--- config.mk ---
export PLATFORM = sky130hd
export DESIGN_NAME = mdfs_rect_clip
export DESIGN_NICKNAME = d
export VERILOG_FILES = /design/src/rtl/min_distance_feature_selector_top_defines.svh /design/src/rtl/mdfs_pkg.sv /design/src/rtl/mdfs_rect_clip.sv
export SDC_FILE = /design/constraint.sdc
export NUM_CORES = 1
export LEC_CHECK = 0
export BUFFER_PORTS_ARGS = -buffer_cell sky130_fd_sc_hd__buf_2
export CORE_AREA = 2 2 79 81
export DETAILED_ROUTE_END_ITERATION = 7
export DIE_AREA = 0 0 81 83
export PLACE_DENSITY = 0.86
export SYNTH_ARGS = -nofsm -noshare
export SYNTH_HDL_FRONTEND = slang
export SYNTH_SLANG_ARGS = --single-unit
--- constraint.sdc ---
create_clock -name vclk -period 6.3
set_input_delay 0.315 -clock vclk [all_inputs]
set_output_delay 0.315 -clock vclk [all_outputs]
set_load 0.02 [all_outputs]
--- src/rtl/min_distance_feature_selector_top_defines.svh ---
// Assertion macros shared by the RTL.
`ifndef MIN_DISTANCE_FEATURE_SELECTOR_TOP_DEFINES_SVH
`define MIN_DISTANCE_FEATURE_SELECTOR_TOP_DEFINES_SVH

`ifndef SYNTHESIS
`define MDFS_ASSERT_SAME(lbl, ante, cons, msg) \
  lbl: assert property (@(posedge clk) disable iff (!rst_n) (ante) |-> (cons)) else $error(msg);
`define MDFS_ASSERT_NEXT(lbl, ante, cons, msg) \
  lbl: assert property (@(posedge clk) disable iff (!rst_n) (ante) |=> (cons)) else $error(msg);
`else
`define MDFS_ASSERT_SAME(lbl, ante, cons, msg)
`define MDFS_ASSERT_NEXT(lbl, ante, cons, msg)
`endif

`endif

--- src/rtl/mdfs_pkg.sv ---
package mdfs_pkg;

  localparam int COORD_W   = 16;
  localparam int COUNT_W   = 13;
  localparam logic [COUNT_W-1:0] COUNT_SAT = 13'd4096;

  typedef logic signed [COORD_W-1:0] coord_t;

  typedef enum logic [1:0] {
    FUNC_START = 2'd0,
    FUNC_MARK  = 2'd1,
    FUNC_CAND  = 2'd2,
    FUNC_NONE  = 2'd3
  } func_t;

  typedef enum logic [2:0] {
    REG_IMAGE_ROWS   = 3'd0,
    REG_IMAGE_COLS   = 3'd1,
    REG_BORDER_WIDTH = 3'd2,
    REG_MIN_DISTANCE = 3'd3,
    REG_MAX_FEATURES = 3'd4,
    REG_MIN_SCORE    = 3'd5
  } reg_idx_t;

  typedef struct packed {
    logic [1:0]  func;
    logic [8:0]  pix_row;
    logic [9:0]  pix_col;
    logic [15:0] score;
  } in_word_t;

  typedef struct packed {
    logic               accepted;
    logic [COUNT_W-1:0] feature_count;
    logic               selection_done;
  } out_word_t;

  typedef struct packed {
    coord_t r0;
    coord_t r1;
    coord_t c0;
    coord_t c1;
  } rect_t;

endpackage

--- src/rtl/mdfs_rect_clip.sv ---
module mdfs_rect_clip
  import mdfs_pkg::*;
(
  input  rect_t  raw,
  input  coord_t rows,
  input  coord_t cols,
  output rect_t  clip,
  output logic   empty
);

  always_comb begin
    clip.r0 = (raw.r0 < 0) ? '0 : raw.r0;
    clip.c0 = (raw.c0 < 0) ? '0 : raw.c0;
    clip.r1 = (raw.r1 > rows - coord_t'(1)) ? rows - coord_t'(1) : raw.r1;
    clip.c1 = (raw.c1 > cols - coord_t'(1)) ? cols - coord_t'(1) : raw.c1;
    empty   = (clip.r0 > clip.r1) || (clip.c0 > clip.c1);
  end

endmodule

==> flow_metrics.tcl <==
set metrics [dict create \
    grt_pass1_vias 3144 \
    die_w_um 81 \
    power.leakage_nw 2.15 \
    relSlewSlack_pct 54.4 \
    min_to "clip[16]" \
    placed_area_um2 3590 \
    finalCritPeriodShare_pct 94.3 \
    grt_antenna_before_repair 0 \
    fmax_ghz 0.168 \
    crit_fanout 9 \
    p_per_area_nw_per_um2 98.3 \
    start_kind "primary input" \
    die_h_um 83 \
    hold_viol 0 \
    status "finished, final reports clean" \
    syn_area_um2 2710 \
    worst_slew_pin_slew_ps 677 \
    max_stage_delay_ps 550 \
    die-area_um2 6720 \
    slew_violations 0 \
    final_common_cell "buf_2" \
    cp_top_family "simple AND/OR/NAND/NOR gates" \
    grt_util_all_layers_pct 23.8 \
    first_pass_iters 4 \
    finalCoreUtilization_pct 62.3 \
    place_inst 602 \
    wl_per_cell_um 13.9 \
    num_rows 28 \
    vdd_drop_max_mv 0.0578 \
    regArea_um2 0 \
    synth_top_cells_by_area "ha_1 (29%), mux2i_1 (9.6%), inv_1 (8.9%)" \
    hp-start "raw[16]" \
    cp.arrival_ps 5630 \
    ys_warn_count 0 \
    whs_ps 967 \
    period_minus_slack_ps 5940 \
    finalSetupViolCount 0 \
    syn_inst 373 \
    layout.nets 687 \
    grt-ovfl-total 0 \
    stdcell_count 602 \
    place_congestion 0.878 \
    min_path_cells 4 \
    drt_wl_total_um 8390 \
    final_cell_mix "buf_2 (159), inv_1 (64), ha_1 (62)" \
    start_util_pct 46.6 \
    slowest_stage "or4_4" \
    netlist.area_leader.share_pct 28.7 \
    syn_avg_cell_area_um2 7.26 \
    n_antenna_cell 0 \
    maxCapViolCount 0 \
    cp-end-kind "primary output" \
    drc 0 \
    grt_pass1_wl_um 13500 \
    pre_cts_ws_ps 201 \
    drive_gt1_share_pct 34.0 \
    cp-startpoint "rows[5]" \
    yosysTopAreaCell "ha_1" \
    grt_max_degree 19 \
    via_per_inst 5.42 \
    design_area_um2 3620 \
    vias 3265 \
    crit_required_ps 5980 \
    ys_types 50 \
    finalPower_uw 356 \
    syn2layout_area_growth_pct 33.8 \
    seq_area_frac_synth_pct 0 \
    critPathBufInv 5 \
    post-dp-hpwl_um 7520 \
    core_area_um2 5820 \
    io_pins 161 \
    tns_ps 0 \
    design.seq.count 0 \
    hold_class "in2out" \
    initialDrtViolationCount 71 \
    post_cts_buffers 0 \
    n_clock_buffer 0 \
    path_class "in2out" \
    ant_nets 0 \
    numPortBuffers 159 \
    rsz0062_at_grt "false" \
    setup_slack_ps 357 \
]
cell usage after synthesis, types with 2 or more instances:
cell type	number
and2_1	2
or4_1	6
a21o_1	5
nand4_1	11
nand2b_1	6
a21oi_1	19
xnor2_1	6
o21ai_0	8
nor2b_1	34
xor2_1	19
ha_1	62
mux2i_1	26
o21a_1	4
inv_1	64
nor2_1	14
o211ai_1	4
nand3_1	7
nor4_1	9
nor3b_1	2
nand2_1	16
nor3_1	5
or3_1	4
buf_4	5
clkbuf_1	4
a2111oi_0	3
o31ai_1	3
a211oi_1	2
per-layer routing:
metal / up-vias / track usage [%] / wire length (um)
met5: - / 0 / 0
met4: 0 / 3.08 / 116
met3: 19 / 1.41 / 540
met2: 136 / 47.0 / 4330
met1: 1480 / 27.6 / 3400
li1: 1630 / - / -
cell families after synthesis:
family                   Yosys count  synth area share [%]
multiplexers                      28                  10.6
other                              1                 0.138
XOR/XNOR                          26                  8.92
adder cells (fa/ha/maj)           62                  28.7
AO/OA/AOI/OAI                     63                  15.8
buffers and inverters             75                  11.4
AND/OR/NAND/NOR                  118                  24.5
where the power goes:
group | internal (mW) | total [mW] | leakage (nW) | switching (mW)
clock | 0 | 0 | 0 | 0
combinational | 0.149 | 0.356 | 2.15 | 0.207
sequential | 0 | 0 | 0 | 0
total | 0.149 | 0.356 | 2.15 | 0.207
cell type report:
type	instances	area, um^2
multi-input cells	299	2440
fillers	525	2190
repair buffers	164	846
inverters	64	240
well taps	75	93.8
how the worst max path moves through the flow:
stage | endpoint | depth (start not counted)
2_1_floorplan | empty | 25
3_3_place_gp | empty | 25
3_5_place_dp | empty | 25
4_1_cts | empty | 25
5_1_grt | empty | 26
6_report | empty | 25
what timing repair did:
item | CTS | global route
hold buffers | 0 | 0
setup endpoints to repair | 0 | 1
resized for setup | 0 | 9
Note: power is estimated with default switching activity, not from simulation.
